File: config.mk
export PLATFORM = sky130hd
export DESIGN_NAME = bf3_oq_flat
export DESIGN_NICKNAME = d
export VERILOG_FILES = /design/src/bf3_pkg.sv /design/src/bf3_out_if.sv /design/src/bf3_oq.sv /design/src/flat_wrapper.sv
export SDC_FILE = /design/constraint.sdc
export NUM_CORES = 1
export LEC_CHECK = 0
export ABC_AREA = 1
export BUFFER_PORTS_ARGS = -buffer_cell sky130_fd_sc_hd__buf_2
export CORE_UTILIZATION = 45
export CTS_BUF_LIST = sky130_fd_sc_hd__clkbuf_4
export CTS_CLUSTER_SIZE = 24
export DETAILED_ROUTE_END_ITERATION = 10
export PLACE_DENSITY_LB_ADDON = 0.25
export RECOVER_POWER = 100
export SLEW_MARGIN = 5
export SYNTH_ARGS = -nofsm -noshare
export SYNTH_HDL_FRONTEND = slang
export SYNTH_SLANG_ARGS = --single-unit
File: constraint.sdc
create_clock -name clk -period 2.35 [get_ports clk]
set_input_delay 0.235 -clock clk [delete_from_list [all_inputs] [get_ports clk]]
set_output_delay 0.235 -clock clk [all_outputs]
set_load 0.01 [all_outputs]
File: src/bf3_pkg.sv
// Shared types and constants for the 3x3 box filter.
package bf3_pkg;

  // Configuration register file
  localparam int CFG_W     = 11;
  localparam int CFG_IDX_W = 1;

  localparam logic [CFG_IDX_W-1:0] REG_GRID_WIDTH  = 1'b0;
  localparam logic [CFG_IDX_W-1:0] REG_GRID_HEIGHT = 1'b1;

  localparam logic [CFG_W-1:0] GRID_WIDTH_RESET  = 11'd3;
  localparam logic [CFG_W-1:0] GRID_HEIGHT_RESET = 11'd3;
  localparam int               HEIGHT_LIMIT      = 1024;

  // Result queue depth
  localparam int OUT_DEPTH = 8;

  // Per-item window control, carried along the pipeline
  typedef struct packed {
    logic mid_ok;    // row above the newest row lies inside the grid
    logic up_ok;     // row two above the newest row lies inside the grid
    logic right_en;  // right column of the window lies inside the grid
    logic left_en;   // left column of the window lies inside the grid
    logic emit;      // this item produces a result
    logic last;      // this result closes the frame
  } win_ctl_t;

endpackage

File: src/bf3_out_if.sv
// Result request channel: filtered cells.
interface bf3_out_if #(
  parameter int VALUE_BITS = 16
);
  logic                  valid;
  logic                  ready;
  logic [VALUE_BITS-1:0] filtered_value;
  logic                  frame_end;

  modport source (output valid, filtered_value, frame_end, input ready);
  modport sink   (input valid, filtered_value, frame_end, output ready);
endinterface

File: src/bf3_oq.sv
// Result queue with credit count for results still in flight.
module bf3_oq #(
  parameter int VALUE_BITS = 16
) (
  input  logic                  clk,
  input  logic                  rst_n,
  input  logic                  claim,
  input  logic                  push,
  input  logic [VALUE_BITS-1:0] push_value,
  input  logic                  push_last,
  output logic                  space,
  bf3_out_if.source             out_ch
);
  import bf3_pkg::*;

  localparam int PTR_W = $clog2(OUT_DEPTH);
  localparam int CNT_W = PTR_W + 1;

  logic [VALUE_BITS:0] q_mem [OUT_DEPTH];
  logic [PTR_W-1:0]    wr_ptr_r, rd_ptr_r;
  logic [CNT_W-1:0]    count_r, pend_r;
  logic                pop;

  assign out_ch.valid          = count_r != '0;
  assign pop                   = out_ch.valid && out_ch.ready;
  assign out_ch.filtered_value = q_mem[rd_ptr_r][VALUE_BITS-1:0];
  assign out_ch.frame_end      = q_mem[rd_ptr_r][VALUE_BITS];
  // Results owed (in pipeline or queued) never exceed the queue depth
  assign space                 = pend_r < CNT_W'(OUT_DEPTH);

  always_ff @(posedge clk) begin
    if (push) begin
      q_mem[wr_ptr_r] <= {push_last, push_value};
    end
  end

  always_ff @(posedge clk) begin
    if (!rst_n) begin
      wr_ptr_r <= '0;
      rd_ptr_r <= '0;
      count_r  <= '0;
      pend_r   <= '0;
    end else begin
      if (push) begin
        wr_ptr_r <= wr_ptr_r + PTR_W'(1);
      end
      if (pop) begin
        rd_ptr_r <= rd_ptr_r + PTR_W'(1);
      end
      count_r <= count_r + CNT_W'(push) - CNT_W'(pop);
      pend_r  <= pend_r + CNT_W'(claim) - CNT_W'(pop);
    end
  end

endmodule

File: src/flat_wrapper.sv
// flat-port wrapper written by rule: the top's interface ports become plain ports
module bf3_oq_flat import bf3_pkg::*;
#(
  parameter int VALUE_BITS = 16
)
  (clk, rst_n, claim, push, push_value, push_last, space, out_ch_valid, out_ch_filtered_value, out_ch_frame_end, out_ch_ready);
  bf3_out_if #(.VALUE_BITS(VALUE_BITS)) out_ch_i ();
  input  logic clk;
  input  logic rst_n;
  input  logic claim;
  input  logic push;
  input  logic [VALUE_BITS-1:0] push_value;
  input  logic push_last;
  output logic space;
  output wire logic [$bits(out_ch_i.valid)-1:0] out_ch_valid;
  output wire logic [$bits(out_ch_i.filtered_value)-1:0] out_ch_filtered_value;
  output wire logic [$bits(out_ch_i.frame_end)-1:0] out_ch_frame_end;
  input wire logic [$bits(out_ch_i.ready)-1:0] out_ch_ready;
  assign out_ch_valid = out_ch_i.valid;
  assign out_ch_filtered_value = out_ch_i.filtered_value;
  assign out_ch_frame_end = out_ch_i.frame_end;
  assign out_ch_i.ready = out_ch_ready;
  bf3_oq #(.VALUE_BITS(VALUE_BITS)) u_core (.clk(clk), .rst_n(rst_n), .claim(claim), .push(push), .push_value(push_value), .push_last(push_last), .space(space), .out_ch(out_ch_i));
endmodule
==> impl_summary.md <==
Setup path
Measured in cells, the most critical reg-to-reg path has a length of 3. The critical path in this run is classified as input port to flop. The worst-path maximum fanout is 13. STA classifies the critical path endpoint as a flop.

STA classifies the critical path startpoint as an input port. The endpoint required time on the critical path is 2490 ps. STA puts the critical path data arrival time at 2420 ps.

Floorplan
The initial core utilization is 0.465. The I/O pin count is 41. The die covers 15,600 µm². The die boundary height is 125 µm.

In this run the core area contains 44 standard-cell rows. After floorplanning, the core was sized to cover 14,600 µm². In this run the horizontal extent of the chip is 125 µm.

STA
Setup violations remaining at the end of the flow were counted as 0. Setup repair after global routing left no endpoint under its margin. The final worst-path setup slack is 68.1 ps. The number of hold-slack violations in the final timing report is 0.

The final critical delay including setup and external delays is 2280 ps. The transition time at the pin with the least slew margin is 1320 ps. The total negative slack is 0 ps.

Across the routed clock network, the largest skew measured is 14.7 ps. The worst hold margin is 110 ps. The final max-slew violation count is 0. Measured against its own limit, the worst slew margin works out to 0.120. Dividing the final minimum period by the clock period gives 0.971.

The maximum clock frequency is 0.438 GHz.

Synthesis
In this run, synthesis produced a sequential element count of 153. The sequential element share of the synthesized area is 0.650. The post-synthesis net count is 741. The post-synthesis average cell area is 9.61 µm². Of the post-synthesis cell area, the dominant cell type holds 0.600. The synthesized instance count is 708. In this run the cell area of the synthesized design comes to 6800 µm². The largest total area in the synthesized netlist belongs to sky130_fd_sc_hd__edfxtp_1. In the post-synthesis netlist, the biggest area contributors are sky130_fd_sc_hd__edfxtp_1 (60%), sky130_fd_sc_hd__nand2_1 (14%), sky130_fd_sc_hd__inv_1 (8.6%). The Yosys step of the flow raised 0 warnings. The synthesized netlist contains 19 unique library cells.

GRT
The initial antenna violation count is 0. The first global-routing pass estimated 22,000 µm of wire. Entering global routing, the biggest net connects 45 pins. The number of global-route vias before repair came to 4,549.

Across every metal layer, demand over resource in global routing totals 0.187. After global routing the overflow that remains totals 0.

Final layout
In the layout the commonest cells are sky130_fd_sc_hd__nand2_1 (245), sky130_fd_sc_hd__inv_1 (156), sky130_fd_sc_hd__edfxtp_1 (136). The area of the multi-input gates is 1640 µm². Leaving out fill and tap cells, the most frequent cell in the layout is sky130_fd_sc_hd__nand2_1. After the last flow step, the layout net total stands at 815. Summing all flip-flop and latch instances after layout gives 4430 µm².

Compared with the post-synthesis result, the final layout area differs by 12.6%. The cell area after layout is 7660 µm². The total inserted antenna cells is 0. The number of non-filler instances in the completed layout is 979. The layout has 1,302 filler cells. The utilization of the core after routing is 0.523. In the final layout, the share of cells above drive strength 1 is 0.0717.

Placed design
The congestion estimate from routability-driven global placement came to 0.758. The cell area reported after detailed placement is 7260 µm². At the placement stage, the worst setup path has a slack of 144 ps. The count of buffers inserted at the top-level ports is 40. The HPWL after detailed placement is 8160 µm. The instance count after placement with tap cells included is 926.

Clocking
The clock tree from TritonCTS is yes. The number of clock buffers added by TritonCTS is 17. CTS saw 153 sinks. No sink is reached through more buffers than the 2 on the longest clock path. The post-CTS clock slew at the launch and capture registers of the worst setup and hold paths is 110 ps.

CTS placed an instance of sky130_fd_sc_hd__clkbuf_4 at the clock tree root. The worst-skew pair later-pin latency is 530 ps. The buffers inserted during post-CTS setup optimization is 0.

The H-tree generated during clock tree synthesis spans 4 levels.

Routing
After detailed routing, the number of vias per cell comes to 4.72. The detail route stage leaves a number of antenna-violating nets equal to 0. The detailed-route wire length is 13,600 µm. After detailed routing, the average wire length per cell comes to 13.9 µm. The number of DRC violations after detailed routing is 5.

The total number of vias is 4,622. The number of detailed-routing iterations run before antenna repair is 8. After the first detailed-routing iteration, the DRC count stood at 285.

Power
The power per cell area is 864 nW/µm². The sequential share of power is 0.478. The combinational cell fraction of total power is 0.277. Of the total power, the share spent switching nets is 0.325. The net load switching power is 2.15 mW.

IR analysis of the VDD net gives a maximum drop of 550 µV. The leakage power is 3.50 nW. The portion of total power attributed to the clock network is 0.245. The post-layout total power is 6.62 mW.

The internal power consumption is 4.47 mW.

Worst hold path
The number of instances on the worst hold path is 3. The tightest min-delay check is of the input port to flop type.

Run status
The checks that failed: design-rule violations. The run finished, with violations left.

Flow run
Across the run, the number of max-cap violations was 0.
path summary, 6_finish.rpt:
kind         slack [ps]                             from                         endpoint
min reg2reg         510  u_core.wr_ptr_r[0]$_SDFFE_PN0P_  u_core.wr_ptr_r[0]$_SDFFE_PN0P_
max                  70                             push     u_core.q_mem[1][2]$_DFFE_PP_
max reg2reg         150  u_core.wr_ptr_r[0]$_SDFFE_PN0P_     u_core.q_mem[1][2]$_DFFE_PP_
min                 110                     out_ch_ready  u_core.rd_ptr_r[1]$_SDFFE_PN0P_
cells in the mapped netlist:
cell type,count
sky130_fd_sc_hd__nand2_1,245
sky130_fd_sc_hd__buf_4,4
sky130_fd_sc_hd__inv_1,156
sky130_fd_sc_hd__edfxtp_1,136
sky130_fd_sc_hd__ha_1,9
sky130_fd_sc_hd__buf_2,13
sky130_fd_sc_hd__inv_2,2
sky130_fd_sc_hd__a21oi_1,10
sky130_fd_sc_hd__buf_6,4
sky130_fd_sc_hd__xnor2_1,1
sky130_fd_sc_hd__o21ai_0,4
sky130_fd_sc_hd__nor2_1,19
sky130_fd_sc_hd__nand3_1,77
sky130_fd_sc_hd__fa_1,2
sky130_fd_sc_hd__buf_1,1
sky130_fd_sc_hd__clkinv_1,1
sky130_fd_sc_hd__clkbuf_1,5
sky130_fd_sc_hd__dfxtp_1,17
sky130_fd_sc_hd__or2_2,2
repair_timing:
action                     CTS  global route
hold buffers                21             0
setup endpoints to repair    0             7
resized for setup            0             2
hold endpoints to repair   146             0
power groups by stage:
stage | clock network (mW) | logic, mW | registers (mW)
detailed placement | 0 | 1.84 | 3.22
finish | 1.62 | 1.83 | 3.16
global placement | 0 | 1.75 | 3.21
CTS | 1.67 | 1.88 | 3.16
global route | 1.77 | 2.09 | 3.18
floorplan | 0 | 1.34 | 3.20
layout make-up:
type,count,area share
tap,184,0.0300
multi-input combinational,369,0.213
clock buffer,18,0.0176
timing repair buffer,82,0.0629
clock inverter,14,0.0202
sequential,153,0.577
inverter,159,0.0784
kinds of logic (layout without fill, tap and decap cells):
logic type | count (synthesis) | after routing | share of synthesized area
xor+xnor | 1 | 1 | 0.00129
fa+ha+maj | 11 | 11 | 0.0224
flops | 153 | 153 | 0.650
buf+inv | 186 | 273 | 0.112
compound gates | 14 | 14 | 0.0103
simple gates | 343 | 343 | 0.204
flip-flops by register name (all words and copies together), names as in the netlist, named ones only:
signal and flops:
u_core.rd_ptr_r 3, u_core.pend_r 4, u_core.q_mem 136, u_core.wr_ptr_r 3
u_core.count_r 4
worst max-delay path, stage by stage:
cell,delay [ps]
sky130_fd_sc_hd__dlygate4sd3_1,520
sky130_fd_sc_hd__clkbuf_1,200
sky130_fd_sc_hd__nand2_1,160
sky130_fd_sc_hd__nor2_1,460
sky130_fd_sc_hd__clkbuf_1,830
metal layers:
| metal | GRT usage | vias to the layer above | routed length [µm] | share of wire |
|---|---|---|---|---|
| li1 | - | 2348 | - | - |
| met1 | 0.214 | 2168 | 5940 | 0.44 |
| met2 | 0.340 | 96 | 6960 | 0.51 |
| met3 | 0.0432 | 10 | 590 | 0.043 |
| met4 | 0.0674 | 0 | 136 | 0.010 |
| met5 | 0 | - | 0 | 0 |
Power figures use the tool's default switching activity.
