--- src/bf3_pkg.sv ---
// Shared types and constants for the 3x3 box filter.
package bf3_pkg;

  // Configuration register file
  localparam int CFG_W     = 11;
  localparam int CFG_IDX_W = 1;

  localparam logic [CFG_IDX_W-1:0] REG_GRID_WIDTH  = 1'b0;
  localparam logic [CFG_IDX_W-1:0] REG_GRID_HEIGHT = 1'b1;

  localparam logic [CFG_W-1:0] GRID_WIDTH_RESET  = 11'd3;
  localparam logic [CFG_W-1:0] GRID_HEIGHT_RESET = 11'd3;
  localparam int               HEIGHT_LIMIT      = 1024;

  // Result queue depth
  localparam int OUT_DEPTH = 8;

  // Per-item window control, carried along the pipeline
  typedef struct packed {
    logic mid_ok;    // row above the newest row lies inside the grid
    logic up_ok;     // row two above the newest row lies inside the grid
    logic right_en;  // right column of the window lies inside the grid
    logic left_en;   // left column of the window lies inside the grid
    logic emit;      // this item produces a result
    logic last;      // this result closes the frame
  } win_ctl_t;

endpackage

--- src/bf3_in_if.sv ---
// Input request channel: grid cells and flush items.
interface bf3_in_if #(
  parameter int VALUE_BITS = 16
);
  logic                  valid;
  logic                  ready;
  logic                  kind;
  logic [VALUE_BITS-1:0] cell_value;

  modport source (output valid, kind, cell_value, input ready);
  modport sink   (input valid, kind, cell_value, output ready);
endinterface

--- src/bf3_ctrl.sv ---
// Input side: config registers, raster cursor, result position and per-item window flags.
module bf3_ctrl #(
  parameter int MAX_WIDTH  = 1024,
  parameter int VALUE_BITS = 16
) (
  input  logic                            clk,
  input  logic                            rst_n,
  input  logic                            cfg_we,
  input  logic [bf3_pkg::CFG_IDX_W-1:0]   cfg_index,
  input  logic [bf3_pkg::CFG_W-1:0]       cfg_data,
  bf3_in_if.sink                          in_ch,
  input  logic                            space,
  output logic                            item_valid,
  output logic [$clog2(MAX_WIDTH)-1:0]    item_col,
  output logic [VALUE_BITS-1:0]           item_value,
  output bf3_pkg::win_ctl_t               item_ctl,
  output logic                            claim
);
  import bf3_pkg::*;

  localparam int COL_W  = $clog2(MAX_WIDTH);
  localparam int CMP_W  = ((COL_W > CFG_W) ? COL_W : CFG_W) + 1;
  localparam int LEAD_W = CFG_W + 1;
  localparam logic [VALUE_BITS-1:0] VALUE_ONE = {1'b1, {(VALUE_BITS-1){1'b0}}};

  logic [CFG_W-1:0]  width_r, width_nxt;
  logic [CFG_W-1:0]  height_r, height_nxt;
  logic [COL_W-1:0]  col_r, col_nxt;
  logic [CFG_W-1:0]  row_r, row_nxt;
  logic [LEAD_W-1:0] lead_r, lead_nxt;
  logic [COL_W-1:0]  oc_col_r, oc_col_nxt;
  logic [CFG_W-1:0]  oc_row_r, oc_row_nxt;

  logic [CFG_W-1:0]  eff_w, eff_h;
  logic              in_frame, accept, processed, emit, col_end, oc_col_end, oc_last;

  // Effective grid size: zero acts as one, oversize clamps
  always_comb begin
    if (width_r == '0) begin
      eff_w = CFG_W'(1);
    end else if (int'(width_r) > MAX_WIDTH) begin
      eff_w = CFG_W'(MAX_WIDTH);
    end else begin
      eff_w = width_r;
    end
    if (height_r == '0) begin
      eff_h = CFG_W'(1);
    end else if (int'(height_r) > HEIGHT_LIMIT) begin
      eff_h = CFG_W'(HEIGHT_LIMIT);
    end else begin
      eff_h = height_r;
    end
  end

  assign in_ch.ready = space;
  assign accept      = in_ch.valid && in_ch.ready;
  assign in_frame    = row_r < eff_h;
  // A flush inside the frame is dropped; a cell past the frame acts as flush
  assign processed   = accept && !(in_frame && in_ch.kind);
  assign emit        = lead_r == ({1'b0, eff_w} + LEAD_W'(1));
  assign col_end     = (CMP_W'(col_r) + CMP_W'(1)) == CMP_W'(eff_w);
  assign oc_col_end  = (CMP_W'(oc_col_r) + CMP_W'(1)) == CMP_W'(eff_w);
  assign oc_last     = oc_col_end && ((oc_row_r + CFG_W'(1)) == eff_h);

  // Item handed to the line buffers
  assign item_valid = processed;
  assign item_col   = col_r;
  assign claim      = processed && emit;

  always_comb begin
    if (!in_frame) begin
      item_value = '0;
    end else if (in_ch.cell_value > VALUE_ONE) begin
      item_value = VALUE_ONE;
    end else begin
      item_value = in_ch.cell_value;
    end
  end

  // Window flags for the result this item completes
  always_comb begin
    item_ctl.mid_ok   = (row_r != '0) && (row_r <= eff_h);
    item_ctl.up_ok    = (row_r >= CFG_W'(2)) &&
                        ({1'b0, row_r} <= ({1'b0, eff_h} + LEAD_W'(1)));
    item_ctl.right_en = col_r != '0;
    item_ctl.left_en  = (col_r == '0) ? (eff_w >= CFG_W'(2)) : (col_r >= COL_W'(2));
    item_ctl.emit     = emit;
    item_ctl.last     = oc_last;
  end

  // Next state of registers and cursors
  always_comb begin
    width_nxt  = width_r;
    height_nxt = height_r;
    col_nxt    = col_r;
    row_nxt    = row_r;
    lead_nxt   = lead_r;
    oc_col_nxt = oc_col_r;
    oc_row_nxt = oc_row_r;
    if (cfg_we) begin
      unique case (cfg_index)
        REG_GRID_WIDTH:  width_nxt  = cfg_data;
        REG_GRID_HEIGHT: height_nxt = cfg_data;
      endcase
      col_nxt    = '0;
      row_nxt    = '0;
      lead_nxt   = '0;
      oc_col_nxt = '0;
      oc_row_nxt = '0;
    end else if (processed) begin
      if (col_end) begin
        col_nxt = '0;
        row_nxt = row_r + CFG_W'(1);
      end else begin
        col_nxt = col_r + COL_W'(1);
      end
      if (!emit) begin
        lead_nxt = lead_r + LEAD_W'(1);
      end else if (oc_last) begin
        // last result: start a new frame
        col_nxt    = '0;
        row_nxt    = '0;
        lead_nxt   = '0;
        oc_col_nxt = '0;
        oc_row_nxt = '0;
      end else if (oc_col_end) begin
        oc_col_nxt = '0;
        oc_row_nxt = oc_row_r + CFG_W'(1);
      end else begin
        oc_col_nxt = oc_col_r + COL_W'(1);
      end
    end
  end

  always_ff @(posedge clk) begin
    if (!rst_n) begin
      width_r  <= GRID_WIDTH_RESET;
      height_r <= GRID_HEIGHT_RESET;
      col_r    <= '0;
      row_r    <= '0;
      lead_r   <= '0;
      oc_col_r <= '0;
      oc_row_r <= '0;
    end else begin
      width_r  <= width_nxt;
      height_r <= height_nxt;
      col_r    <= col_nxt;
      row_r    <= row_nxt;
      lead_r   <= lead_nxt;
      oc_col_r <= oc_col_nxt;
      oc_row_r <= oc_row_nxt;
    end
  end

endmodule

--- src/flat_wrapper.sv ---
// flat-port wrapper written by rule: the top's interface ports become plain ports
module bf3_ctrl_flat import bf3_pkg::*;
#(
  parameter int MAX_WIDTH  = 1024,
  parameter int VALUE_BITS = 16
)
  (clk, rst_n, cfg_we, cfg_index, cfg_data, space, item_valid, item_col, item_value, item_ctl, claim, in_ch_valid, in_ch_kind, in_ch_cell_value, in_ch_ready);
  bf3_in_if #(.VALUE_BITS(VALUE_BITS)) in_ch_i ();
  input  logic clk;
  input  logic rst_n;
  input  logic cfg_we;
  input  logic [bf3_pkg::CFG_IDX_W-1:0] cfg_index;
  input  logic [bf3_pkg::CFG_W-1:0] cfg_data;
  input  logic space;
  output logic item_valid;
  output logic [$clog2(MAX_WIDTH)-1:0] item_col;
  output logic [VALUE_BITS-1:0] item_value;
  output bf3_pkg::win_ctl_t item_ctl;
  output logic claim;
  input wire logic [$bits(in_ch_i.valid)-1:0] in_ch_valid;
  input wire logic [$bits(in_ch_i.kind)-1:0] in_ch_kind;
  input wire logic [$bits(in_ch_i.cell_value)-1:0] in_ch_cell_value;
  output wire logic [$bits(in_ch_i.ready)-1:0] in_ch_ready;
  assign in_ch_i.valid = in_ch_valid;
  assign in_ch_i.kind = in_ch_kind;
  assign in_ch_i.cell_value = in_ch_cell_value;
  assign in_ch_ready = in_ch_i.ready;
  bf3_ctrl #(.MAX_WIDTH(MAX_WIDTH), .VALUE_BITS(VALUE_BITS)) u_core (.clk(clk), .rst_n(rst_n), .cfg_we(cfg_we), .cfg_index(cfg_index), .cfg_data(cfg_data), .in_ch(in_ch_i), .space(space), .item_valid(item_valid), .item_col(item_col), .item_value(item_value), .item_ctl(item_ctl), .claim(claim));
endmodule
--- config.mk ---
export PLATFORM = sky130hd
export DESIGN_NAME = bf3_ctrl_flat
export DESIGN_NICKNAME = d
export VERILOG_FILES = /design/src/bf3_pkg.sv /design/src/bf3_in_if.sv /design/src/bf3_ctrl.sv /design/src/flat_wrapper.sv
export SDC_FILE = /design/constraint.sdc
export NUM_CORES = 1
export LEC_CHECK = 0
export ABC_AREA = 1
export ABC_CLOCK_PERIOD_IN_PS = 2950
export BUFFER_PORTS_ARGS = -buffer_cell sky130_fd_sc_hd__buf_2
export CELL_PAD_IN_SITES_DETAIL_PLACEMENT = 0
export CELL_PAD_IN_SITES_GLOBAL_PLACEMENT = 1
export CORE_MARGIN = 2
export CORE_UTILIZATION = 38
export DETAILED_ROUTE_END_ITERATION = 10
export HOLD_SLACK_MARGIN = 0.15
export PLACE_DENSITY = 0.8
export SYNTH_ARGS = -nofsm -noshare
export SYNTH_HDL_FRONTEND = slang
export SYNTH_SLANG_ARGS = --single-unit
--- constraint.sdc ---
create_clock -name clk -period 2.95 [get_ports clk]
set_input_delay 0.1475 -clock clk [delete_from_list [all_inputs] [get_ports clk]]
set_output_delay 0.1475 -clock clk [all_outputs]
set_load 0.1 [all_outputs]
==> qor.yml <==
synthTopCellsByArea: "dfxtp_1 (24%), nand2_1 (17%), inv_1 (8.6%)"
worst-path-max-fanout: 4
ios: 69
ys_seq_elements: 76
vias: 7033
maxCapViolations: 0
nFillCells: 1554
setup_ws_ps: -499.5
initial_core_util_pct: 39.00
synth_top_area_share_pct: 24.47
finalHoldViolCount: 0
synthFlopType: "dfxtp_1"
violations: "negative setup slack"
criticalPathCategory: "reg -> out"
fin_crit_sh_pct: 116.9
synth_cells: 1031
setup_viol: 74
dr.pass1.iters: 5
required_ps: 2800
gp_congestion: 0.9254
syn2layout_area_growth_pct: 46.99
grt_pass1_vias: 6685
die_area_mm2: 0.01740
cts_tree: "built"
min_path_type: "in -> reg"
drive_above_1_share_pct: 28.32
nets: 1260
worst_setup_path_end_kind: "primary output"
wire_per_inst_um: 14.73
synth_seq_area_share_pct: 24.47
synth_edf_count: 0
clock-sinks: 76
synthDistinctLibCells: 43
clockBufferDepth: 2
rrSetupSlack_ps: -190
slew_violations: 0
dieHeight_um: 131.9
avgSynthCellArea_um2: 6.030
min_period_ps: 3450
antenna_left: 0
yosysWarnings: 0
power_leakage_nw: 4.047
dp_slack_ps: -81.50
clock-root-buffer: "clkbuf_16"
synthArstFlopShare_pct: 0
htreeDepth: 3
core_mm2: 0.01594
yosysTopAreaCell: "dfxtp_1"
grt_use_total_pct: 23.34
fin_hold_ws_ps: 163.9
fmax_mhz: 289.9
antennaDiodeCount: 0
fin_util_pct: 57.32
slew_headroom_pct: 28.74
io_buffers: 68
power.density_mw_per_mm2: 341.1
drc: 0
synth_nets: 1099
rsz0062_at_grt: "true"
drt-total-wl_um: 20810
die_w_um: 131.9
worst_clock_skew_ps: 7.798
cp-start-kind: "flip-flop"
drt_iter0_markers: 329
numCtsBuffers: 9
grt_overflow_total: 0
clk_latency_ps: 350
arrival_ps: 3300
antenna_found_initial: 0
grt_max_degree: 25
dp_hpwl_um: 15030
clk_pin_slew_ps: 60
synth_area_mm2: 0.006217
status: "finished with violations"
grt_pass1_wl_um: 32910
layout.area.seq_mm2: 0.001530
num_rows: 46
worst_pin_slew_ps: 1069
multi_input_area_mm2: 0.004723
irDropWorstVdd_uv: 284.8
vias_per_cell: 4.977
==> metal layers <==
metal	global-route usage [%]	vias to the layer above	routed length [µm]
met5	0	-	0
met4	8.514	0	539
met3	4.075	42	709
met2	41.12	128	10250
met1	28.41	3222	9315
li1	-	3641	-
==> worst paths after layout <==
path | cells past startpoint | to | startpoint
worst max-delay path | 19 | item_ctl[4] | u_core.height_r[4]
worst min-delay path | 2 | u_core.height_r[1] | rst_n
worst min register to register | 2 | u_core.oc_col_r[3] | u_core.oc_col_r[3]
worst max register to register | 22 | u_core.oc_row_r[1] | u_core.height_r[4]
==> stage by stage <==
step | cell area (µm²) | TNS (ps) | total power [mW] | instances
2_1_floorplan | 6455 | -537.2 | 1.592 | 1031
3_3_place_gp | 7794 | -24.20 | 1.864 | 1353
3_5_place_dp | 7794 | -188.8 | 1.867 | 1353
4_1_cts | 8534 | -2276 | 3.053 | 1394
5_1_grt | 9139 | -23450 | 3.254 | 1413
6_report | 9139 | -11170 | 3.118 | 1413
==> state kept, by name, indices dropped and copies added (netlist names) <==
| register | flops |
|---|---|
| u_core.width_r | 11 |
| u_core.row_r | 11 |
| u_core.item_col | 10 |
| u_core.lead_r | 12 |
| u_core.oc_col_r | 10 |
| u_core.oc_row_r | 11 |
| u_core.height_r | 11 |
==> cell type report <==
cell class / count / area share, %
timing repair buffer: 176 / 19.29
multi-input combinational: 785 / 51.68
clock inverter: 4 / 0.5340
tap: 216 / 2.957
sequential: 76 / 16.74
clock buffer: 12 / 2.697
inverter: 144 / 6.093
==> cell families (layout without fill, tap and decap cells) <==
kind of cell / Yosys count / in the layout / share of synthesized area (%)
buffers and inverters: 172 / 336 / 10.99
AND/OR/NAND/NOR: 600 / 602 / 42.22
adder cells (fa/ha/maj): 34 / 34 / 6.842
flip-flops: 76 / 76 / 24.47
XOR/XNOR: 42 / 42 / 5.917
AO/OA/AOI/OAI: 107 / 107 / 9.560
==> timing repair <==
item	4_1_cts	5_1_grt
endpoints found under the setup margin	29	77
hold endpoints to repair	22	0
gates resized for setup	50	116
pin swaps	16	50
hold buffers	11	0
setup buffers	12	16
cloned	2	5
==> critical path: stages (launching register included) <==
cell	delay (ps)
dfxtp_2	320
nor2_2	120
nand3_2	100
o21ai_2	180
buf_6	160
nand2_4	80
inv_4	60
ha_4	120
nor3b_4	180
and3b_2	230
nand2_1	60
nor2_2	140
xor2_1	180
ha_1	260
nand3_2	80
inv_2	50
o21ai_1	60
nand4_1	110
a22oi_2	230
buf_12	210
==> synth_stat cells (all sizes together) (15+ instances only) <==
| cell type | count |
|---|---|
| nand4 | 30 |
| o21ai | 39 |
| ha | 34 |
| a21oi | 50 |
| inv | 144 |
| nor3 | 17 |
| nand2 | 284 |
| clkbuf | 15 |
| dfxtp | 76 |
| nor2 | 147 |
| nand3 | 99 |
| xor2 | 37 |
==> cells in the final DEF, fill, tap and decap left out, types with 7 or more instances in the layout <==
cell           count
a21oi_1           36
a21oi_2           12
buf_12            28
buf_2             45
buf_4             68
buf_6             13
buf_8              7
clkbuf_16         11
dfxtp_1           69
dfxtp_2            7
dlygate4sd3_1     11
ha_1              29
inv_1            133
nand2_1          249
nand2_2           28
nand3_1           79
nand3_2           16
nand4_1           28
nor2_1           113
nor2_2            15
nor2_4            19
nor3_1             8
o21ai_0           29
xor2_1            37
==> report_power, final <==
group / internal [mW] / switching [mW] / leakage (nW)
sequential: 1.05 / 0.0165 / 0.619
combinational: 0.361 / 0.571 / 3.28
clock: 0.677 / 0.443 / 0.147
(Power assumes the default switching activity.)
