[src/bf3_pkg.sv]
// Shared types and constants for the 3x3 box filter.
package bf3_pkg;

  // Configuration register file
  localparam int CFG_W     = 11;
  localparam int CFG_IDX_W = 1;

  localparam logic [CFG_IDX_W-1:0] REG_GRID_WIDTH  = 1'b0;
  localparam logic [CFG_IDX_W-1:0] REG_GRID_HEIGHT = 1'b1;

  localparam logic [CFG_W-1:0] GRID_WIDTH_RESET  = 11'd3;
  localparam logic [CFG_W-1:0] GRID_HEIGHT_RESET = 11'd3;
  localparam int               HEIGHT_LIMIT      = 1024;

  // Result queue depth
  localparam int OUT_DEPTH = 8;

  // Per-item window control, carried along the pipeline
  typedef struct packed {
    logic mid_ok;    // row above the newest row lies inside the grid
    logic up_ok;     // row two above the newest row lies inside the grid
    logic right_en;  // right column of the window lies inside the grid
    logic left_en;   // left column of the window lies inside the grid
    logic emit;      // this item produces a result
    logic last;      // this result closes the frame
  } win_ctl_t;

endpackage

[src/bf3_avg.sv]
// Horizontal window of column sums and rounded divide by nine.
module bf3_avg #(
  parameter int VALUE_BITS = 16
) (
  input  logic                  clk,
  input  logic                  rst_n,
  input  logic                  cs_valid,
  input  logic [VALUE_BITS:0]   cs_sum,
  input  bf3_pkg::win_ctl_t     cs_ctl,
  output logic                  res_valid,
  output logic [VALUE_BITS-1:0] res_value,
  output logic                  res_last
);
  import bf3_pkg::*;

  localparam int CS_W  = VALUE_BITS + 1;
  localparam int SUM_W = VALUE_BITS + 3;
  localparam int SHIFT = SUM_W + 4;
  localparam int MW    = SUM_W + 2;
  localparam int LO_W  = MW / 2;
  localparam int HI_W  = MW - LO_W;
  localparam int PW    = SUM_W + MW;
  // ceil(2^SHIFT / 9): exact quotient for every sum below 2^SUM_W
  localparam logic [MW-1:0] RECIP = MW'(((64'd1 << SHIFT) + 64'd8) / 64'd9);
  localparam logic [LO_W-1:0] RECIP_LO = RECIP[LO_W-1:0];
  localparam logic [HI_W-1:0] RECIP_HI = RECIP[MW-1:LO_W];

  logic [CS_W-1:0]        center_r, left_r;
  logic [SUM_W-1:0]       win_nxt;

  logic                   s3_valid_r, s3_last_r;
  logic [SUM_W-1:0]       s3_sum_r;

  logic                   s4_valid_r, s4_last_r;
  logic [SUM_W+LO_W-1:0]  p_lo_r;
  logic [SUM_W+HI_W-1:0]  p_hi_r;
  logic [PW-1:0]          prod;

  // Window sum plus rounding offset
  always_comb begin
    win_nxt = SUM_W'(center_r) + SUM_W'(4);
    if (cs_ctl.right_en) begin
      win_nxt = win_nxt + SUM_W'(cs_sum);
    end
    if (cs_ctl.left_en) begin
      win_nxt = win_nxt + SUM_W'(left_r);
    end
  end

  // Column sum shift: every item moves the window one column
  always_ff @(posedge clk) begin
    if (cs_valid) begin
      center_r <= cs_sum;
      left_r   <= center_r;
    end
  end

  always_ff @(posedge clk) begin
    if (!rst_n) begin
      s3_valid_r <= 1'b0;
      s4_valid_r <= 1'b0;
    end else begin
      s3_valid_r <= cs_valid && cs_ctl.emit;
      s4_valid_r <= s3_valid_r;
    end
  end

  // Reciprocal multiply in two partial products
  always_ff @(posedge clk) begin
    s3_sum_r  <= win_nxt;
    s3_last_r <= cs_ctl.last;
    p_lo_r    <= {{LO_W{1'b0}}, s3_sum_r} * {{SUM_W{1'b0}}, RECIP_LO};
    p_hi_r    <= {{HI_W{1'b0}}, s3_sum_r} * {{SUM_W{1'b0}}, RECIP_HI};
    s4_last_r <= s3_last_r;
  end

  assign prod      = (PW'(p_hi_r) << LO_W) + PW'(p_lo_r);
  assign res_valid = s4_valid_r;
  assign res_value = prod[SHIFT +: VALUE_BITS];
  assign res_last  = s4_last_r;

endmodule

[config.mk]
export PLATFORM = sky130hd
export DESIGN_NAME = bf3_avg
export DESIGN_NICKNAME = d
export VERILOG_FILES = /design/src/bf3_pkg.sv /design/src/bf3_avg.sv
export SDC_FILE = /design/constraint.sdc
export NUM_CORES = 1
export LEC_CHECK = 0
export ABC_AREA = 0
export BUFFER_PORTS_ARGS = -buffer_cell sky130_fd_sc_hd__buf_2
export CORE_ASPECT_RATIO = 0.6
export CORE_MARGIN = 2
export CORE_UTILIZATION = 50
export CTS_BUF_LIST = sky130_fd_sc_hd__clkbuf_8
export CTS_CLUSTER_SIZE = 14
export DETAILED_ROUTE_END_ITERATION = 12
export PLACE_DENSITY = 0.68
export SYNTH_ARGS = -nofsm -noshare
export SYNTH_HDL_FRONTEND = slang
export SYNTH_SLANG_ARGS = --single-unit
[constraint.sdc]
create_clock -name clk -period 6.2 [get_ports clk]
set_input_delay 0 -clock clk [delete_from_list [all_inputs] [get_ports clk]]
set_output_delay 0 -clock clk [all_outputs]
set_load 0.1 [all_outputs]
==> results of run 1 <==
-- critical path, stage by stage (launching register included) --
cell and delay [ns]:
dfxtp_1 0.39, inv_1 0.15, fa_1 0.55, inv_1 0.05, ha_1 0.31, inv_1 0.07
fa_1 0.50, fa_1 0.55, inv_1 0.04, ha_1 0.36, o21ai_0 0.11, nor3_1 0.34
a21boi_0 0.15, nand2b_1 0.24, o31ai_1 0.59, a211oi_1 0.24, a21oi_1 0.25, xnor2_1 0.13
-- layer usage --
layer  global-route usage  up-vias  share of wire
li1                     -     3473              -
met1               0.3418     3218           0.57
met2               0.2822      132           0.36
met3              0.05167       13          0.062
met4              0.02765        0         0.0056
met5                    0        -              0
-- cell families (layout without fill, tap and decap cells) --
family,count (synthesis),count (layout),synth area share
mux,13,13,0.01545
fa+ha+maj,213,213,0.3378
buf+inv,140,208,0.05845
compound gates,205,205,0.1449
xor+xnor,87,87,0.08183
simple gates,204,204,0.1079
flops,101,101,0.2537
-- per-stage QoR --
stage | area, µm² | hold WS [ns]
after global routing | 10130 | 0.1524
final | 10130 | 0.1161
after CTS | 10130 | 0.09495
after floorplan | 9311 | 0.02772
after detailed placement | 9764 | 0.1041
after global placement | 9764 | 0.1037
-- state kept, by name (all words and copies together), names as in the netlist, 16 cells and up --
name      cells
s3_sum_r     19
p_lo_r       16
center_r     17
left_r       17
p_hi_r       28
-- cell usage in the layout (no fill, tap or decap), types with 2 or more instances in the layout --
cell | synthesis | final
clkbuf_8 | 1 | 9
buf_2 | 1 | 41
edfxtp_1 | 34 | 34
a21o_1 | 28 | 28
dlygate4sd3_1 | 0 | 20
nor2b_1 | 9 | 9
o21ai_1 | 3 | 3
a21boi_0 | 3 | 3
nor3_1 | 16 | 16
o21ai_0 | 31 | 31
inv_1 | 131 | 132
or3_1 | 10 | 10
xor2_1 | 25 | 25
ha_1 | 149 | 149
nor4_1 | 3 | 3
a31o_2 | 3 | 3
mux2_2 | 11 | 11
fa_1 | 64 | 64
nand2_1 | 41 | 41
o21a_1 | 18 | 18
and3_1 | 12 | 12
o211ai_2 | 2 | 2
nor2_1 | 63 | 63
a21oi_1 | 61 | 61
o31ai_1 | 6 | 6
o2111ai_1 | 4 | 4
a211oi_1 | 21 | 21
nor3b_1 | 4 | 4
a31oi_1 | 3 | 3
nand2b_1 | 7 | 7
dfxtp_1 | 67 | 67
mux2i_1 | 2 | 2
nand3_1 | 17 | 17
or2_2 | 2 | 2
o211ai_1 | 2 | 2
clkinv_1 | 0 | 2
o21bai_1 | 4 | 4
nand4_1 | 9 | 9
xnor2_1 | 62 | 62
and2_1 | 3 | 3
-- final cells by class --
class,instances,area (µm²)
Fill cell,1666,8033
Tap cell,240,300.3
Timing Repair Buffer,61,405.4
Inverter,131,491.7
Multi-Input combinational cell,722,6405
Clock inverter,7,41.29
Clock buffer,9,123.9
Sequential cell,101,2362
-- worst max-delay path by stage --
stage | endpoint | slack (ns) | cells past startpoint
final | p_hi_r[28] | 1.10 | 17
after global routing | s3_sum_r[14] | 0.78 | 19
after CTS | s3_sum_r[14] | 1.16 | 19
after detailed placement | s3_sum_r[14] | 1.24 | 19
after global placement | p_hi_r[28] | 1.26 | 17
after floorplan | p_hi_r[23] | 1.89 | 18
==> impl_metrics.toml, run 1 <==
[die]
fp.dieW_um = 180.2
io_pins = 44
start_util = 0.5127
dieArea_um2 = 19770
core_um2 = 18160
die_y_um = 109.7
rows = 38

[setup_path]
r2r_end = "p_hi_r[28]"
crit_path_end_kind = "flip-flop"
required_ns = 6.53
reg2reg_depth = 17
start_kind = "flip-flop"
reg2reg_slack_ns = 1.10
r2r_start = "s3_sum_r[5]"
cp.arrival_ns = 5.43
critPathKind = "reg2reg"
worstSetupStartpoint = "s3_sum_r[5]"
worst-path-max-fanout = 6

[yosys]
ys_types = 64
synth.net_count = 1202
synth_largest_area_cell = "ha_1"
ys_async_sr_fraction = 0
synthTopCellsByCount = "149 x ha_1, 131 x inv_1, 67 x dfxtp_1"
syn_inst = 963
synth.most_common_cell = "ha_1"
synth_edf_count = 34
ys_seq_elements = 101
ys_warn_count = 0
ys_top_cells_by_area = "ha_1 20%, dfxtp_1 14%, fa_1 14%, edfxtp_1 11%, xnor2_1 5.8%"
synth-seq-area-share = 0.2537
syn-cell-area_um2 = 9311
avgSynthCellArea_um2 = 9.669
yosysTopAreaCellShare = 0.2002
synth_ff_type = "dfxtp_1"

[worst_hold_path]
min_path_type = "in2reg"
min_from = "cs_ctl[2]"
min_to = "s3_sum_r[6]"
min_path_cells = 2

[layout]
finalNonFillerCells = 1271
syn_to_final_growth_pct = 8.788
fin_util = 0.5577
layout-drive-gt1-share = 0.07953
num_antenna_cells = 0
layout.nets = 1265

[drt]
dr.pass1.iters = 5
vias = 6836
avgRoutedWirePerCell_um = 15.09
drc = 0
detail-route-antenna-nets = 0
drt_wl_total_um = 19180
vias_per_cell = 5.378
drt-initial-drc-count = 387

[timing]
finalCritPeriodShare = 0.8232
fin_ws_ns = 1.096
final.min_clock_period_ns = 5.104
hold_viol_final = 0
finalSetupTns_ns = 0
drv_slew = 0
setup_viol = 0
slew_headroom = 0.4246
rsz0062_at_grt = "no"
fmax_ghz = 0.1959
tightest_slew_ns = 0.8632
finClkSkew_ns = 0.01750

[cts]
numCtsBuffers = 9
postCtsResizedCells = 0
clockBufferDepth = 2
clk-insertion-delay-late_ns = 0.40
numClockSinks = 101
postCtsSetupBuffers = 0
cts-root-buf = "clkbuf_8"
cts-hold-fix-buffers = 20
clkTransAtPathRegs_ns = 0.11
htree_levels = 3
cts_tree = "yes"

[placed_design]
routabilityCongestion = 0.9131
hpwl_um = 15790
port_buffers = 41
dpl_worst_slack_ns = 1.237
dp_cells = 1235

[grt]
grt_pass1_vias = 6504
antenna_found_initial = 0
grt_use_total = 0.2111
grt_overflow = 0
grt_start_max_net_pins = 36
grt_pass1_wl_um = 32720

[flow_run]
cap_violations = 0

[run_status]
status = "finished, final reports clean"
Power of run 1 is not shown: default switching activity piles up to over one toggle a cycle in this logic, so the estimate is an artifact.
==> inputs of run 2 (changes only) <==
--- a/config.mk
+++ b/config.mk
@@ -5,7 +5,7 @@
 export SDC_FILE = /design/constraint.sdc
 export NUM_CORES = 1
 export LEC_CHECK = 0
-export ABC_AREA = 0
+export ABC_AREA = 1
 export BUFFER_PORTS_ARGS = -buffer_cell sky130_fd_sc_hd__buf_2
 export CORE_ASPECT_RATIO = 0.6
 export CORE_MARGIN = 2
==> constraint.sdc (replaced) <==
create_clock -name clk -period 4.8 [get_ports clk]
set_input_delay 0 -clock clk [delete_from_list [all_inputs] [get_ports clk]]
set_output_delay 0 -clock clk [all_outputs]
set_load 0.1 [all_outputs]
==> run 2 against run 1 <==
Compared with the run above: fmax rose by 18%; sequential share of layout area fell by 3.3 points; final cell count rose by 41%; hold slack got worse by 0.024 ns; design area rose by 16%; die area rose by 16%; critical path type unchanged; critical endpoint is now s3_sum_r[17].
==> impl_metrics.toml, run 2 <==
[drt]
avgRoutedWirePerCell_um = 16.69
drt_wl_total_um = 29930
vias_per_cell = 5.326
drt-initial-drc-count = 958
detail-route-antenna-nets = 0
dr.pass1.iters = 8
drc = 0
vias = 9549

[timing]
setup_viol = 0
fmax_ghz = 0.2309
drv_slew = 0
finClkSkew_ns = 0.01656
rsz0062_at_grt = "no"
finalSetupTns_ns = 0
slew_headroom = 0.4210
finalCritPeriodShare = 0.9023
final.min_clock_period_ns = 4.331
tightest_slew_ns = 0.8686
hold_viol_final = 0

[layout]
layout.nets = 1748
syn_to_final_growth_pct = 8.986
largest-register = "p_hi_r"
layout-drive-gt1-share = 0.06209
final_common_cell = "nand2_1"
num_antenna_cells = 0
largest_reg_flops = 28
largestRegisters = "p_hi_r: 28 flops, s3_sum_r: 19 flops"
final_cell_mix = "331 x nand2_1, 259 x inv_1, 149 x ha_1"

[yosys]
ys_async_sr_fraction = 0
ys_types = 47
synth_largest_area_cell = "ha_1"
ys_top_cells_by_area = "ha_1 17%, dfxtp_1 12%, fa_1 12%, nand2_1 11%, edfxtp_1 9.4%"
synth.most_common_cell = "nand2_1"
synth_edf_count = 34
ys_seq_elements = 101
synthTopCellsByCount = "331 x nand2_1, 259 x inv_1, 149 x ha_1"
ys_warn_count = 0
synth_ff_type = "dfxtp_1"
yosysTopAreaCellShare = 0.1726
avgSynthCellArea_um2 = 7.482
synth.net_count = 1683
syn_inst = 1444
synth-seq-area-share = 0.2186
syn-cell-area_um2 = 10800

[setup_path]
slowest_delay_ns = 0.45
cp_top_family = "simple AND/OR/NAND/NOR gates"
crit_path_end = "s3_sum_r[17]"
cp_num_cells = 26
path_buf_inv = 4
worst-path-max-fanout = 6
r2r_start = "center_r[2]"
worstSetupStartpoint = "center_r[2]"
reg2reg_slack_ns = 0.47
required_ns = 5.12
worst_path_most_repeated_cell = "nand2_1"
r2r_end = "s3_sum_r[17]"
reg2reg_depth = 26
worst_path_max_delay_cell = "edfxtp_1"
start_kind = "flip-flop"
crit_path_end_kind = "flip-flop"
critPathKind = "reg2reg"
cp.arrival_ns = 4.65

[placed_design]
port_buffers = 41
routabilityCongestion = 0.9705
hpwl_um = 25510

[grt]
grt_use_total = 0.2705
grt_pass1_wl_um = 47750
grt_overflow = 0
grt_start_max_net_pins = 36
antenna_found_initial = 0
grt_pass1_vias = 8748

[die]
die_y_um = 117.9
dieArea_um2 = 22840
rows = 41
core_um2 = 21080
start_util = 0.5124
fp.dieW_um = 193.8
io_pins = 44

[cts]
numCtsBuffers = 9
postCtsSetupBuffers = 0
clkTransAtPathRegs_ns = 0.11
clockBufferDepth = 2
htree_levels = 3
clk-insertion-delay-late_ns = 0.42
cts_tree = "yes"
cts-root-buf = "clkbuf_8"
numClockSinks = 101

[flow_run]
cap_violations = 0

[run_status]
status = "finished, final reports clean"

[worst_hold_path]
min_path_type = "in2reg"
[run 2: cell count changes in the layout (fill, tap and decap cells not counted), sizes merged, moves of 21 or more]
cell / delta
nand2: +297
inv: +131
nand3: +66
nor2: +49
xnor2: -45
a21oi: +27
o21ai: +25
xor2: +25
a211oi: -21
[run 2: routing by layer]
layer | part of all wire | vias to the layer above | GRT usage
met3 | 0.13 | 16 | 0.1100
met4 | 0.0060 | 0 | 0.03912
met1 | 0.54 | 4388 | 0.4561
met5 | 0 | - | 0
li1 | - | 4765 | -
met2 | 0.33 | 380 | 0.3038
[run 2: through the flow]
stage | hold WS (ns) | setup slack (ns) | utilization | cell area [µm²] | cells
finish | 0.09263 | 0.4688 | 0.5585 | 11780 | 1793
global route | 0.09577 | 0.1224 | 0.5585 | 11780 | 1793
CTS | 0.06735 | 0.5548 | 0.5585 | 11780 | 1793
detailed placement | 0.1045 | 0.6294 | 0.5366 | 11310 | 1756
global placement | 0.1040 | 0.6763 | 0.5366 | 11310 | 1756
floorplan | 0.02772 | 1.125 | - | 10800 | 1444
[run 2: final cells by class]
class	count	area (µm²)
clock inverter	7	126.4
timing repair buffer	62	415.4
clock buffer	9	123.9
multi-input combinational	1072	7411
sequential	101	2362
inverter	263	987.2
tap	279	349.1
fill	2000	9309
[run 2: worst min-delay path by stage]
| stage | start | endpoint | slack, ns | cells after the start |
|---|---|---|---|---|
| 3_3_place_gp | cs_ctl[0] | s3_last_r | 0.10 | 1 |
| 6_report | cs_ctl[3] | s3_sum_r[0] | 0.09 | 3 |
| 4_1_cts | cs_ctl[3] | s3_sum_r[0] | 0.07 | 3 |
| 2_1_floorplan | cs_ctl[0] | s3_last_r | 0.03 | 0 |
| 3_5_place_dp | cs_ctl[0] | s3_last_r | 0.10 | 1 |
| 5_1_grt | cs_ctl[3] | s3_sum_r[0] | 0.1 | 3 |
[run 2: cell families after synthesis]
group | synth area share
AO/OA/AOI/OAI | 0.09820
adder cells (fa/ha/maj) | 0.2911
AND/OR/NAND/NOR | 0.2423
buffers and inverters | 0.09542
flip-flops | 0.2186
XOR/XNOR | 0.05431
[run 2: worst min-delay path, stage by stage]
cell and delay, ns:
buf_2 0.24, nand2_1 0.15, a31oi_1 0.08
[run 2: what timing repair did]
action	4_1_cts	5_1_grt
endpoints found under the hold margin	29	0
resized for setup	0	0
hold buffers	21	0
Power of run 2 is left out for the same reason.
==> inputs of run 3 (changes only) <==
--- a/config.mk
+++ b/config.mk
@@ -8,11 +8,12 @@
 export ABC_AREA = 1
 export BUFFER_PORTS_ARGS = -buffer_cell sky130_fd_sc_hd__buf_2
 export CORE_ASPECT_RATIO = 0.6
-export CORE_MARGIN = 2
+export CORE_MARGIN = 3
 export CORE_UTILIZATION = 50
 export CTS_BUF_LIST = sky130_fd_sc_hd__clkbuf_8
 export CTS_CLUSTER_SIZE = 14
 export DETAILED_ROUTE_END_ITERATION = 12
+export MAX_ROUTING_LAYER = met4
 export PLACE_DENSITY = 0.68
 export SYNTH_ARGS = -nofsm -noshare
 export SYNTH_HDL_FRONTEND = slang
==> constraint.sdc (replaced) <==
create_clock -name clk -period 4.8 [get_ports clk]
set_input_delay 0.48 -clock clk [delete_from_list [all_inputs] [get_ports clk]]
set_output_delay 0.48 -clock clk [all_outputs]
set_load 0.1 [all_outputs]
==> run 3 against run 2 <==
Compared with the run above: first-iteration DRC count is 8.6% higher; clock skew is 0.012 ns higher; design area is 2.4% lower; global-route usage is 0.37 points higher; count of clock-buffer cells in the layout is 1 higher; register-to-register slack worse by 0.02 ns; non-clock buffer count is 21 lower; sequential share of layout area is 0.48 points higher; flip-flop and latch count stayed put; hold slack better by 0.077 ns; via count is 0.16% higher; critical path type unchanged; critical endpoint unchanged.
==> impl_metrics.toml, run 3 (synthesis gave the netlist of run 2 again) <==
[timing]
drv_slew = 0
fmax_ghz = 0.2296
rsz0062_at_grt = "no"
final.min_clock_period_ns = 4.355
hold_viol_final = 0
tightest_slew_ns = 0.9748
slew_headroom = 0.3441
worst_hold_slack_ns = 0.1699
finalSetupTns_ns = 0
finClkSkew_ns = 0.02833
setup_viol = 0
finalCritPeriodShare = 0.9073

[cts]
clockBufferDepth = 2
postCtsResizedCells = 0
numCtsBuffers = 9
htree_levels = 3
postCtsSetupBuffers = 0
numClockSinks = 101
clk-insertion-delay-late_ns = 0.42
clkTransAtPathRegs_ns = 0.11
cts-hold-fix-buffers = 0
cts_tree = "yes"
cts-root-buf = "clkbuf_8"

[die]
dieArea_um2 = 23470
io_pins = 44
fp.dieW_um = 195.8
start_util = 0.5240
die_y_um = 119.9
core_um2 = 20620
rows = 40

[setup_path]
slowest_delay_ns = 0.46
cp_top_family = "simple AND/OR/NAND/NOR gates"
r2r_start = "center_r[3]"
reg2reg_depth = 25
critPathKind = "reg2reg"
cp.arrival_ns = 4.67
worst-path-max-fanout = 6
r2r_end = "s3_sum_r[17]"
reg2reg_slack_ns = 0.44
required_ns = 5.11
path_buf_inv = 3
worst_path_max_delay_cell = "edfxtp_1"
worst_path_most_repeated_cell = "nand2_1"
worstSetupStartpoint = "center_r[3]"
start_kind = "flip-flop"
crit_path_end_kind = "flip-flop"

[layout]
syn_to_final_growth_pct = 6.416
largest_reg_flops = 28
largest-register = "p_hi_r"
finalNonFillerCells = 1766
layout-drive-gt1-share = 0.06296
num_antenna_cells = 0
final_cell_mix = "331 x nand2_1, 259 x inv_1, 149 x ha_1"
final_common_cell = "nand2_1"
largestRegisters = "p_hi_r: 28 flops, s3_sum_r: 19 flops"
layout.nets = 1727

[worst_hold_path]
min_from = "cs_ctl[0]"
min_to = "s3_last_r"
min_path_cells = 1
min_path_type = "in2reg"

[flow_run]
cap_violations = 0

[placed_design]
port_buffers = 41
hpwl_um = 25870
routabilityCongestion = 1.026
dp_cells = 1750

[grt]
grt_start_max_net_pins = 36
antenna_found_initial = 0
grt_overflow = 0
grt_use_total = 0.2742
grt_pass1_wl_um = 48540
grt_pass1_vias = 8762

[drt]
avgRoutedWirePerCell_um = 17.12
vias = 9564
drc = 0
drt_wl_total_um = 30230
vias_per_cell = 5.416
drt-initial-drc-count = 1040
detail-route-antenna-nets = 0
dr.pass1.iters = 5

[run_status]
status = "finished, final reports clean"
==> run 3: routing by layer <==
| metal | routed length, µm | part of all wire | GRT usage | up-vias |
|---|---|---|---|---|
| li1 | - | - | - | 4731 |
| met1 | 16610 | 0.55 | 0.4642 | 4390 |
| met2 | 9625 | 0.32 | 0.2957 | 424 |
| met3 | 3840 | 0.13 | 0.09540 | 19 |
| met4 | 154 | 0.0051 | 0.03382 | 0 |
| met5 | 0 | 0 | - | - |
==> run 3: worst max path at each step <==
| stage | to | slack (ns) | depth (start not counted) |
|---|---|---|---|
| 4_1_cts | s3_sum_r[17] | 0.56 | 26 |
| 5_1_grt | s3_sum_r[18] | 0.11 | 26 |
| 6_report | s3_sum_r[17] | 0.44 | 25 |
| 3_5_place_dp | s3_sum_r[17] | 0.62 | 26 |
| 3_3_place_gp | s3_sum_r[17] | 0.64 | 26 |
| 2_1_floorplan | p_hi_r[16] | 1.12 | 15 |
==> run 3: cell type report <==
cell class / instances / area [µm²]
clock buffers: 10 / 137.6
clock inverters: 6 / 52.55
fillers: 2026 / 9123
inverters: 263 / 987.2
multi-input cells: 1072 / 7411
flip-flops and latches: 101 / 2362
well taps: 273 / 341.6
repair buffers: 41 / 205.2
==> run 3: metrics by stage <==
stage	util	worst slack, ns	area [µm²]
final	0.5576	0.4447	11500
after CTS	0.5576	0.5562	11500
after floorplan	-	1.125	10800
after detailed placement	0.5484	0.6237	11310
after global routing	0.5576	0.1054	11500
after global placement	0.5484	0.6395	11310
Power of run 3 is left out for the same reason.
